**src/sv/lap_pkg.sv**
```systemverilog
// ----------------------------------------------------------------------------
// lap_pkg
// Shared types and constants of the 3x3 Laplacian edge filter.
// ----------------------------------------------------------------------------
package lap_pkg;

	localparam int MAX_WIDTH   = 2048;
	localparam int COL_W       = $clog2(MAX_WIDTH);
	localparam int DIM_W       = 12;
	localparam int PIX_W       = 32;
	localparam int CH_W        = 8;
	localparam int FIFO_DEPTH  = 4;
	localparam int FIFO_PTR_W  = $clog2(FIFO_DEPTH);
	localparam int FIFO_CNT_W  = FIFO_PTR_W + 1;

	localparam logic [DIM_W-1:0] WIDTH_RESET  = 12'd640;
	localparam logic [DIM_W-1:0] HEIGHT_RESET = 12'd480;
	localparam logic [DIM_W-1:0] ROW_MAX      = '1;

	// register index, taken from paddr[2]
	localparam logic REG_WIDTH  = 1'b0;
	localparam logic REG_HEIGHT = 1'b1;

	typedef logic [PIX_W-1:0] pixel_t;

	// line store entry: pixel two rows back and one row back
	typedef struct packed {
		pixel_t upper;
		pixel_t middle;
	} line_pair_t;

	// 3x3 window, index column*3 + row, column 0 = left, row 0 = top
	typedef pixel_t [8:0] window_t;

	typedef struct packed {
		logic left;
		logic right;
		logic top;
		logic bottom;
		logic last;
	} tap_ctl_t;

	typedef struct packed {
		logic            last;
		logic [CH_W-1:0] alpha;
		logic [CH_W-1:0] blue;
		logic [CH_W-1:0] green;
		logic [CH_W-1:0] red;
	} result_t;

endpackage

```
**src/sv/lap_kernel.sv**
```systemverilog
// ----------------------------------------------------------------------------
// lap_kernel
// Laplacian sum over one 3x3 window for red, green and blue, with edge
// masking and clamping to 0..255; alpha of the center pixel passes through.
// ----------------------------------------------------------------------------
module lap_kernel (
	input  lap_pkg::window_t  taps,
	input  lap_pkg::tap_ctl_t ctl,
	output lap_pkg::result_t  result
);
	import lap_pkg::*;

	logic              use_tap [9];
	logic signed [12:0] acc    [3];
	logic [CH_W-1:0]   chan   [3];

	always_comb begin
		for (int c = 0; c < 3; c++) begin
			use_tap[c*3 + 0] = ((c == 0) ? ctl.left : (c == 2) ? ctl.right : 1'b1) & ctl.top;
			use_tap[c*3 + 1] = (c == 0) ? ctl.left : (c == 2) ? ctl.right : 1'b1;
			use_tap[c*3 + 2] = ((c == 0) ? ctl.left : (c == 2) ? ctl.right : 1'b1) & ctl.bottom;
		end
	end

	always_comb begin
		for (int ch = 0; ch < 3; ch++) begin
			acc[ch] = $signed({2'b00, taps[4][ch*CH_W +: CH_W], 3'b000});
			for (int k = 0; k < 9; k++) begin
				if (k != 4 && use_tap[k])
					acc[ch] = acc[ch] - $signed({5'b00000, taps[k][ch*CH_W +: CH_W]});
			end
			if (acc[ch] < 13'sd0)
				chan[ch] = '0;
			else if (acc[ch] > 13'sd255)
				chan[ch] = '1;
			else
				chan[ch] = acc[ch][CH_W-1:0];
		end
	end

	assign result.red   = chan[0];
	assign result.green = chan[1];
	assign result.blue  = chan[2];
	assign result.alpha = taps[4][PIX_W-1 -: CH_W];
	assign result.last  = ctl.last;

endmodule

```
**config.mk**
```make
export PLATFORM = sky130hd
export DESIGN_NAME = lap_kernel
export DESIGN_NICKNAME = d
export VERILOG_FILES = /design/src/sv/lap_pkg.sv /design/src/sv/lap_kernel.sv
export SDC_FILE = /design/constraint.sdc
export NUM_CORES = 1
export LEC_CHECK = 0
export BUFFER_PORTS_ARGS = -buffer_cell sky130_fd_sc_hd__buf_2
export CAP_MARGIN = 40
export CORE_UTILIZATION = 29
export DETAILED_ROUTE_END_ITERATION = 16
export GPL_ROUTABILITY_DRIVEN = 0
export PLACE_DENSITY = 0.62
export SYNTH_ARGS = -nofsm -noshare
export SYNTH_HDL_FRONTEND = slang
export SYNTH_SLANG_ARGS = --single-unit
```
**constraint.sdc**
```tcl
create_clock -name vclk -period 12.2
set_input_delay 1.83 -clock vclk [all_inputs]
set_output_delay 1.83 -clock vclk [all_outputs]
set_load 0.005 [all_outputs]
```
# Yosys cells after proc, flatten, opt, wreduce, memory -nomap -nowiden
# Index checks and enable logic that the tools add are counted.
[totals]
reg_bits = 0
latchBits = 0
mem_bits_rw = 0
mem_bits_ro = 0
in_bits = 293
output_inout_bits = 33
elab_cells = 64
memories = 0
[classes]
add_sub_neg = 24
multipliers = 0
div_mod_pow = 0
magnitude_cmp = 6
eq_ne = 0
n_shift = 0
n_mux = 30
bitwise_logic = 4
n_reduce_logical = 0
[op_table]
columns = ["cell", "count"]
rows = [
  ["13-bit 2-to-1 mux", 24],
  ["13-bit by 9-bit subtractor with 13-bit output", 21],
  ["8-bit 2-to-1 mux", 6],
  ["13-bit by 9-bit greater-than comparator with 1-bit output, second input constant", 3],
  ["13-bit by 1-bit < comparator with 1-bit output, second input constant", 3],
  ["11-bit by 8-bit subtractor with 12-bit output", 3],
  ["1-bit bitwise AND", 4],
]

# Logic depth before layout (Yosys ltp)
[depth]
word_depth = 19
ltp_mapped = 47
mapped_depth_nobuf = 45

# Least setup slack after synthesis
# Ideal clock, no wire load.
[synth_path]
path_kind = "input-to-output"
from = "input ctl[4] in the netlist's numbering"
to = "output result[22] in the netlist's numbering"
arrival_ns = 10.198
required_time_ns = 10.370
slack_ns = 0.172
path_stages = 43
n_path_buf = 4
path_cell_list = "buf_4 -> clkbuf_1 -> clkbuf_1 -> clkbuf_1 -> and3_1 -> ha_1 -> nor2b_1 -> o21ai_0 -> or3b_2 -> a22o_1 -> ha_1 -> a21boi_0 -> o31ai_1 -> ha_1 -> inv_1 -> a21o_1 -> nand2_1 -> a21oi_1 -> [... 7 more ...] -> a31oi_1 -> a21oi_1 -> ha_1 -> a21boi_0 -> or3_1 -> o21ai_0 -> ha_1 -> a21boi_0 -> o21ai_0 -> nand2_1 -> and2_1 -> o21ai_0 -> nand2b_1 -> a211o_1 -> nor2_1 -> nand3b_1 -> a32oi_2 -> a21oi_1"
[synth_lines]
columns = ["element", "line_no", "rtl"]
rows = [
  ["start: declaration", "lap_kernel.sv:8", "input lap_pkg::tap_ctl_t ctl,"],
  ["end: declaration", "lap_kernel.sv:9", "output lap_pkg::result_t result"],
]

==> run summary <==
Status: complete, no violations
Synth cell types: 96
Mean Syn Cell Area: 6.74 sq um
CORE AREA: 0.0422 sq mm
CP endpoint kind: output port
Peak supply drop: 0.122 mV
Die Ht: 209 um
I/O Buffers: 244
Site Rows: 75
Layout Nets: 2606
Reg area: 0 sq um
Slew Limit Fails: 0
First-pass GRT wire length: 61.9 mm
Initial Utilization: 29.5%
Number of max-cap violations: 0
Initial DRC Count: 688
Vias in the first global route: 12700
Startpoint types: input pin
Synth Net Count: 2350
Clock share of power: 0%
Sequential cell count: 0
Pwr Total: 2.32 mW
WL per Instance: 14.9 um
Max-slew headroom: 48.1%
Ports: 326
Hold Path Class: input pin to output port
DRT Wirelength: 39.4 mm
Detail Placement HPWL: 33.5 mm
TNS Setup: 0 ns
Number of antenna violations at the first check in global routing: 3
Endpoint of the worst hold path: result[24]
CP max-delay cell: or3b_2
Clock buf count: 0
Hold wc startpoint: taps[152]
Vias: 13500
Psw: 1.26 mW
DRT antenna net count: 0
Largest net degree at the start of global routing: 43
Net Sw Frac: 54.1%
Area Growth Syn to Fin: 21.8%
DIE AREA: 0.0438 sq mm
Reg power frac: 0%
Final worst path period need: 11.74 ns
Tcrit/Tclk final: 96.2%
Setup Crit Path Kind: input pin to output port
Family with the most delay on the worst path: compound AO/OA/AOI/OAI gates
CP required: 10.37 ns
Worst Hold Depth: 0
Chip Width: 209 um
Hold Vio Cnt, Final: 0
Leakage: 7.35 nW
Slowest cell delay on critical path: 0.47 ns
Actual slew at the worst max-slew pin: 0.768 ns
Pwr Density: 153 mW/mm^2
Detailed-router iteration count before antenna repair: 5
P_int: 1.07 mW
Comb pwr share: 100.0%
Worst Path Max Fanout: 6
Remaining DRCs: 0
Max Clock Freq: 0.0852 GHz
Vias per cell: 5.11
GRT overflow: 0
Worst Path Buf+Inv: 7
Setup violators final: 0
Share of layout cells above drive strength 1: 22.7%
Cell repeated most along the worst path: ha_1
Syn Inst Count: 1850
GRT Total Usage: 16.9%
Crit path DAT: 9.91 ns
Mapped cell area: 0.0125 sq mm
Yosys Warn Count: 0
Seq/Total Area, Yosys: 0%
==> kinds of logic (layout without fill, tap and decap cells) <==
kind of cell             Yosys count  in the layout  synth area share [%]
AND/OR/NAND/NOR                  575            575                  23.2
AO/OA/AOI/OAI                    552            552                  28.3
buffers and inverters            306            560                  9.56
adder cells (fa/ha/maj)          208            208                  22.1
XOR/XNOR                         146            146                  11.4
multiplexers                      63             63                  5.47
other                              0              3                     0
==> what timing repair did <==
action,in CTS,in global routing
endpoints found under the setup margin,6,24
gates cloned,0,0
pin swaps,1,40
hold buffers,0,0
resized for setup,2,147
buffers inserted,1,16
==> cells in the final DEF (no fill, tap or decap), drive strengths merged, types with 22 or more instances in the layout <==
| master | instances |
|---|---|
| nand3 | 24 |
| nand2b | 53 |
| o21a | 48 |
| nor2b | 42 |
| mux2i | 22 |
| a21o | 27 |
| inv | 252 |
| nor3 | 33 |
| a21oi | 112 |
| buf | 307 |
| nor2 | 142 |
| mux2 | 41 |
| o21ai | 190 |
| o31ai | 24 |
| ha | 186 |
| and2 | 26 |
| xnor2 | 95 |
| nand2 | 160 |
| xor2 | 44 |
==> worst max path at each step <==
| stage | start | to | slack, ns | cells past startpoint |
|---|---|---|---|---|
| after floorplan | ctl[4] | result[22] | 0.17 | 43 |
| after global placement | taps[17] | result[18] | 0.10 | 45 |
| after detailed placement | taps[17] | result[18] | -0.01 | 45 |
| after CTS | taps[17] | result[18] | 0.01 | 45 |
| after global routing | taps[144] | result[18] | -0.06 | 43 |
| final | taps[16] | result[18] | 0.46 | 45 |
==> per-stage QoR <==
stage               std cells  hold slack, ns  utilization (%)  setup slack (ns)  area, sq um
detailed placement       2626            3.66             34.4           -0.0125        14500
finish                   2646            3.66             36.0             0.461        15200
CTS                      2627            3.66             34.4            0.0115        14500
global placement         2625            3.66             34.3             0.101        14500
global route             2645            3.66             36.0           -0.0645        15200
floorplan                1850            3.74                -             0.172        12500
==> cell usage after synthesis (all sizes together) (7+ instances only) <==
cell      n  area [sq um]
nor2    142           536
a211oi   21           163
nand3    24           120
nand2   160           603
xnor2    95           870
nor3     33           176
o31a      7          61.3
buf      19           115
mux2     41           462
nor4b     9          78.8
fa       21           420
a21oi   112           561
ha      186          2330
nand2b   53           334
o21ai   190           951
o31ai    24           185
and3     10          62.6
xor2     44           393
o21a     48           360
nor2b    42           263
mux2i    22           220
o22ai     7          50.1
a31oi    19           119
or2       9          56.3
xnor3     7           160
or3      13          81.3
a21boi   18           135
o211ai   15           113
and2     26           165
inv     252           946
clkbuf   35           131
nand4    16           100
nor4      8          62.6
a21o     27           203
==> metal layers <==
metal	GRT usage, %	vias up	share of wire, %
li1	-	7025	-
met1	25.0	6175	51
met2	27.7	297	44
met3	1.12	18	3.7
met4	1.34	2	0.67
met5	0	-	0.033
==> power by group through the flow <==
stage | combinational (mW) | clock [mW] | sequential, mW
3_3_place_gp | 2.08 | 0 | 0
6_report | 2.32 | 0.0000000329 | 0
3_5_place_dp | 2.14 | 0 | 0
5_1_grt | 2.60 | 0.0000000219 | 0
2_1_floorplan | 1.57 | 0 | 0
4_1_cts | 2.16 | 0 | 0
==> cell type report <==
type                            instances  area [sq um]
Antenna cell                            3          7.51
Fill cell                            4494         27000
Inverter                              252           946
Multi-Input combinational cell       1544         11800
Tap cell                              539           674
Timing Repair Buffer                  308          1740
Power figures use the tool's default switching activity.
