<file path="src/sv/lap_pkg.sv">
// ----------------------------------------------------------------------------
// lap_pkg
// Shared types and constants of the 3x3 Laplacian edge filter.
// ----------------------------------------------------------------------------
package lap_pkg;

	localparam int MAX_WIDTH   = 2048;
	localparam int COL_W       = $clog2(MAX_WIDTH);
	localparam int DIM_W       = 12;
	localparam int PIX_W       = 32;
	localparam int CH_W        = 8;
	localparam int FIFO_DEPTH  = 4;
	localparam int FIFO_PTR_W  = $clog2(FIFO_DEPTH);
	localparam int FIFO_CNT_W  = FIFO_PTR_W + 1;

	localparam logic [DIM_W-1:0] WIDTH_RESET  = 12'd640;
	localparam logic [DIM_W-1:0] HEIGHT_RESET = 12'd480;
	localparam logic [DIM_W-1:0] ROW_MAX      = '1;

	// register index, taken from paddr[2]
	localparam logic REG_WIDTH  = 1'b0;
	localparam logic REG_HEIGHT = 1'b1;

	typedef logic [PIX_W-1:0] pixel_t;

	// line store entry: pixel two rows back and one row back
	typedef struct packed {
		pixel_t upper;
		pixel_t middle;
	} line_pair_t;

	// 3x3 window, index column*3 + row, column 0 = left, row 0 = top
	typedef pixel_t [8:0] window_t;

	typedef struct packed {
		logic left;
		logic right;
		logic top;
		logic bottom;
		logic last;
	} tap_ctl_t;

	typedef struct packed {
		logic            last;
		logic [CH_W-1:0] alpha;
		logic [CH_W-1:0] blue;
		logic [CH_W-1:0] green;
		logic [CH_W-1:0] red;
	} result_t;

endpackage

</file>
<file path="src/sv/lap_out_fifo.sv">
// ----------------------------------------------------------------------------
// lap_out_fifo
// Small result queue in front of the master stream port; its fill count
// lets the input side reserve room for every item still in the pipeline.
// ----------------------------------------------------------------------------
module lap_out_fifo (
	input  logic                       clk,
	input  logic                       arst_n,
	input  logic                       push,
	input  lap_pkg::result_t           push_data,
	output logic                       pop_valid,
	input  logic                       pop_ready,
	output lap_pkg::result_t           pop_data,
	output logic [lap_pkg::FIFO_CNT_W-1:0] count
);
	import lap_pkg::*;

	result_t               fifo_q [FIFO_DEPTH];
	logic [FIFO_PTR_W-1:0] wr_ptr_q;
	logic [FIFO_PTR_W-1:0] rd_ptr_q;
	logic [FIFO_CNT_W-1:0] count_q;
	logic                  pop;

	assign pop_valid = (count_q != '0);
	assign pop       = pop_valid && pop_ready;
	assign pop_data  = fifo_q[rd_ptr_q];
	assign count     = count_q;

	always_ff @(posedge clk) begin
		if (push)
			fifo_q[wr_ptr_q] <= push_data;
	end

	always_ff @(posedge clk or negedge arst_n) begin
		if (!arst_n) begin
			wr_ptr_q <= '0;
			rd_ptr_q <= '0;
			count_q  <= '0;
		end else begin
			if (push)
				wr_ptr_q <= wr_ptr_q + 1'b1;
			if (pop)
				rd_ptr_q <= rd_ptr_q + 1'b1;
			case ({push, pop})
				2'b10:   count_q <= count_q + 1'b1;
				2'b01:   count_q <= count_q - 1'b1;
				default: count_q <= count_q;
			endcase
		end
	end

endmodule

</file>
<file path="config.mk">
export PLATFORM = sky130hd
export DESIGN_NAME = lap_out_fifo
export DESIGN_NICKNAME = d
export VERILOG_FILES = /design/src/sv/lap_pkg.sv /design/src/sv/lap_out_fifo.sv
export SDC_FILE = /design/constraint.sdc
export NUM_CORES = 1
export LEC_CHECK = 0
export BUFFER_PORTS_ARGS = -buffer_cell sky130_fd_sc_hd__buf_2
export CAP_MARGIN = 15
export CORE_ASPECT_RATIO = 2
export CORE_MARGIN = 1.5
export CORE_UTILIZATION = 45
export DETAILED_ROUTE_END_ITERATION = 10
export GPL_ROUTABILITY_DRIVEN = 0
export PLACE_DENSITY = 0.65
export SETUP_SLACK_MARGIN = 0.02
export SYNTH_ARGS = -nofsm -noshare
export SYNTH_HDL_FRONTEND = slang
export SYNTH_SLANG_ARGS = --single-unit
</file>
<file path="constraint.sdc">
create_clock -name clk -period 2.54 [get_ports clk]
set_input_delay 0.508 -clock clk [delete_from_list [all_inputs] [get_ports clk]]
set_output_delay 0.508 -clock clk [all_outputs]
set_load 0.005 [all_outputs]
</file>
# Word-level counts from Yosys, hierarchy flattened
# Memories as Yosys holds them, arrays and structs flattened.
# Index checks and enable logic that the tools add are counted.
[totals] regBits=7 latchBits=0 mem_bits_rw=132 mem_bits_ro=0 in_bits=37 out_inout_bits=37 elab_cells=16 memories=1
[memory_table] memory="fifo_q" depth=4 width=33 rd=1 rd_clocked_by_memory_dff=0 write_ports=1 line_no="lap_out_fifo.sv:18" text="result_t fifo_q [FIFO_DEPTH];"
[classes] add_sub_neg=4 multipliers=0 div_mod_pow=0 order_cmp=0 n_eq_ne=2 shifts=0 mux=3 n_bitwise=0 reduce_logical=3
[ops] operator="$pmux 3 s2" n=1
[ops] operator="$add 2x1->2 const B" n=2
[ops] operator="$add 3x1->3 const B" n=1
[ops] operator="$reduce_bool 3->1" n=1
[ops] operator="$sub 3x1->3 const B" n=1
[ops] operator="$eq 2x1->1 const B" n=1
[ops] operator="$eq 2x2->1 const B" n=1
[ops] operator="$mux 1" n=2
[ops] operator="$reduce_bool 2->1" n=1
[ops] operator="$logic_and 1x1->1" n=1

# Longest topological paths before layout
[logic_depth] depth_word=4 mapped_depth=7 depth_no_buf=7

# Worst setup path after synthesis
# No wires, ideal clock.
[synth_path] kind="reg-to-reg" startpoint="reg wr_ptr_q[0]" endpoint="mem fifo_q[0][0] (netlist name) (enable)" setup_time_ns=0.393 arrival_ns=1.432 required_ns=2.147 setup_slack_ns=0.715 stages_incl_launch_ff=4 n_path_buf=0 synth_period_minus_slack_ns=1.825 cell_sequence="dfrtp_1 inv_1 ha_1 and2_1"
[synth_rtl] element="from (decl)" line_no="lap_out_fifo.sv:19" text="logic [FIFO_PTR_W-1:0] wr_ptr_q;"
[synth_rtl] element="from (signal assigned)" line_no="lap_out_fifo.sv:41" text="wr_ptr_q <= wr_ptr_q + 1'b1;"
[synth_rtl] element="to (decl)" line_no="lap_out_fifo.sv:18"
# No word-level cell before the write port.

==> impl_metrics.py <==
metrics = {
    "placement": {
        "dpl_worst_slack_ns": 0.529,
        "io_buffers": 73,
        "place_area_um2": 5820,
        "dp_hpwl_um": 5580,
    },
    "grt": {
        "grt_max_degree": 31,
        "grt_pass1_vias": 2581,
        "track_usage_pct": 16.0,
        "grt_pass1_wl_um": 13800,
        "antenna_found_initial": 1,
        "overflow": 0,
    },
    "sta": {
        "timing.final.crit_share_pct": 94.8,
        "relSlewSlack_pct": 68.0,
        "final.setup.worst_slack_ns": 0.132,
        "setup_viol_count_final": 0,
        "hold_viol_final": 0,
        "fin_crit_ns": 2.41,
        "clock_skew_ns": 0.00813,
        "fmax_mhz": 415,
        "tightestPinTransition_ns": 0.480,
        "final_max_slew_viol_count": 0,
        "timing.setup.tns_ns": 0,
        "rsz0062_at_grt": "no",
        "whs_ns": 0.318,
    },
    "synthesis": {
        "synth_compound_area_share_pct": 0.264,
        "yosys.cell_types.count": 19,
        "synth-simple-area-share_pct": 0.816,
        "synth_common_cells": "edfxtp_1, mux4_2, dfrtp_1",
        "yosys-top-cells-area": "edfxtp_1, mux4_2, dfrtp_1",
        "synth_enable_flop_cells": 132,
        "synth-adder-area-share_pct": 1.58,
        "yosys_most_used_dff": "edfxtp_1",
        "synthArstFlopShare_pct": 5.04,
        "syn_avg_cell_area_um2": 25.0,
        "synth_most_common_cell": "edfxtp_1",
        "synthMuxAreaShare_pct": 14.8,
        "synth_nets": 252,
        "yosys.area.top_type": "edfxtp_1",
        "synth_top_family_by_area": "multiplexers",
        "synth-xor-area-share_pct": 1.01,
        "seq_area_frac_synth_pct": 79.3,
        "mappedNetlistArea_um2": 5220,
        "synthesis.instances": 209,
        "yosys_warnings": 0,
        "yosysTopAreaCellShare_pct": 76.0,
        "ys_seq_elements": 139,
    },
    "layout": {
        "drive_gt1_share_pct": 45.9,
        "syn_to_final_growth_pct": 24.9,
        "num-fill-cells": 850,
        "antenna_cells": 0,
        "multi_input_area_um2": 968,
        "nNetsFinal": 344,
        "design_area_um2": 6520,
        "register_area_um2": 4140,
    },
    "clocking": {
        "cts-root-buf": "clkbuf_16",
        "cts_tree": "built",
        "clk_latency_ns": 0.40,
        "cts_sinks": 139,
        "clockBufferDepth": 2,
        "htree_levels": 4,
        "cts_buffers": 17,
        "clk_pin_slew_worst_paths_ns": 0.06,
        "cts_setup_buffers": 0,
    },
    "run": {
        "cap_violations": 0,
    },
    "detailed_routing": {
        "drt_iter0_drc": 102,
        "drt_first_pass_iters": 4,
        "drt-vias-per-instance": 5.19,
        "drc": 0,
        "routed_wl_um": 8770,
        "route.vias.total": 2368,
        "wl_per_cell_um": 19.2,
        "ant_nets": 0,
    },
    "worst_setup_path": {
        "crit_path_top_delay_cell": "dfrtp_2",
        "cp.required_ns": 2.03,
        "critPathLaunchType": "flip-flop",
        "cp_cell_sequence": "buf_12, mux4_2, buf_2",
        "max_stage_delay_ns": 0.59,
        "worstSetupEndpointType": "output pin",
        "crit_fanout": 12,
        "cp.arrival_ns": 1.90,
        "criticalPathCategory": "reg -> out",
    },
    "floorplanning": {
        "core_um2": 11300,
        "start_util_pct": 46.2,
        "num_io_pins": 74,
        "dieHeight_um": 155,
        "die_w_um": 79.1,
        "rows": 55,
        "dieArea_um2": 12300,
    },
    "outcome": {
        "status": "finished, final reports clean",
    },
    "min_path": {
        "hold_path_class": "in -> reg",
    },
    "pwr": {
        "power.density_nw_per_um2": 1220,
        "cellLeakagePower_nw": 2.34,
        "ir_worst_vdd_v": 0.000616,
    },
}
[layout by cell type (no fill, tap or decap)]
cell / count
and2_2: 4
buf_12: 7
buf_2: 73
bufinv_16: 7
clkbuf_16: 17
clkinv_1: 2
clkinv_2: 1
clkinvlp_4: 1
dfrtp_1: 5
dfrtp_2: 2
dlygate4sd3_1: 1
edfxtp_1: 132
fa_1: 1
ha_1: 5
inv_1: 6
inv_6: 4
mux2i_1: 1
mux4_1: 5
mux4_2: 28
nand2_1: 2
nor2_1: 1
o21ai_0: 1
o31a_1: 1
or3_1: 1
xnor2_1: 2
xor2_1: 4
[timing repair]
item	in CTS	in global routing
setup endpoints to repair	0	0
hold buffers	1	0
gates resized for setup	0	0
hold endpoints to repair	7	0
[critical path, delay by kind of cell, from the launching register on]
family,cells,cell delay [ns]
flip-flops,1,0.59
multiplexers,1,0.54
buffers and inverters,2,0.36
[power by group]
group	leakage (nW)	internal, mW	switching (mW)
clock network	0.334	1.94	0.901
logic	0.710	1.04	0.858
registers	1.29	3.01	0.222
[per-stage QoR]
stage                     instances  power (mW)  util, %
after floorplan                 209        4.46        -
after global placement          423        5.19     51.5
after detailed placement        423        5.23     51.5
after CTS                       456        8.09     57.7
after global routing            456        8.34     57.7
final                           456        7.97     57.7
[flip-flops by register name, summed over array words and instances, names as in the netlist]
register	count
count	3
fifo_q	132
rd_ptr_q	2
wr_ptr_q	2
[area by class of cell]
class                   instances  share of cell area, %
flip-flops and latches        139                   63.6
repair buffers                 81                   7.91
well taps                     142                   2.73
clock inverters                15                   4.07
clock buffers                  17                   6.53
inverters                       6                  0.346
multi-input cells              56                   14.9
[metal layers]
| layer | track usage [%] | vias up | routed length [µm] |
|---|---|---|---|
| met5 | 0 | - | 13 |
| met3 | 4.87 | 15 | 324 |
| met1 | 16.8 | 1229 | 3250 |
| li1 | - | 1064 | - |
| met2 | 28.9 | 58 | 5060 |
| met4 | 6.77 | 2 | 125 |
[kinds of logic after synthesis]
logic type                 count (synthesis)
AOI/OAI and AO/OA                          2
muxes                                     34
adders and majority gates                  6
and+or+nand+nor                            8
xor gates and xnor gates                   6
DFF                                      139
buffers and inverters                     14
[worst paths after layout]
check                                   from            to  slack, ns  cells after the start
worst min register to register      count[2]      count[2]       0.52                      1
worst max register to register      count[0]      count[2]       0.76                      7
worst max-delay path             rd_ptr_q[0]   pop_data[5]       0.13                      3
worst min-delay path            push_data[2]  fifo_q[3][2]       0.32                      1
max in group asynchronous             arst_n   rd_ptr_q[1]       1.90                      2
min in group asynchronous             arst_n      count[2]       0.47                      2
No activity file was read; power rests on OpenSTA's default activity.
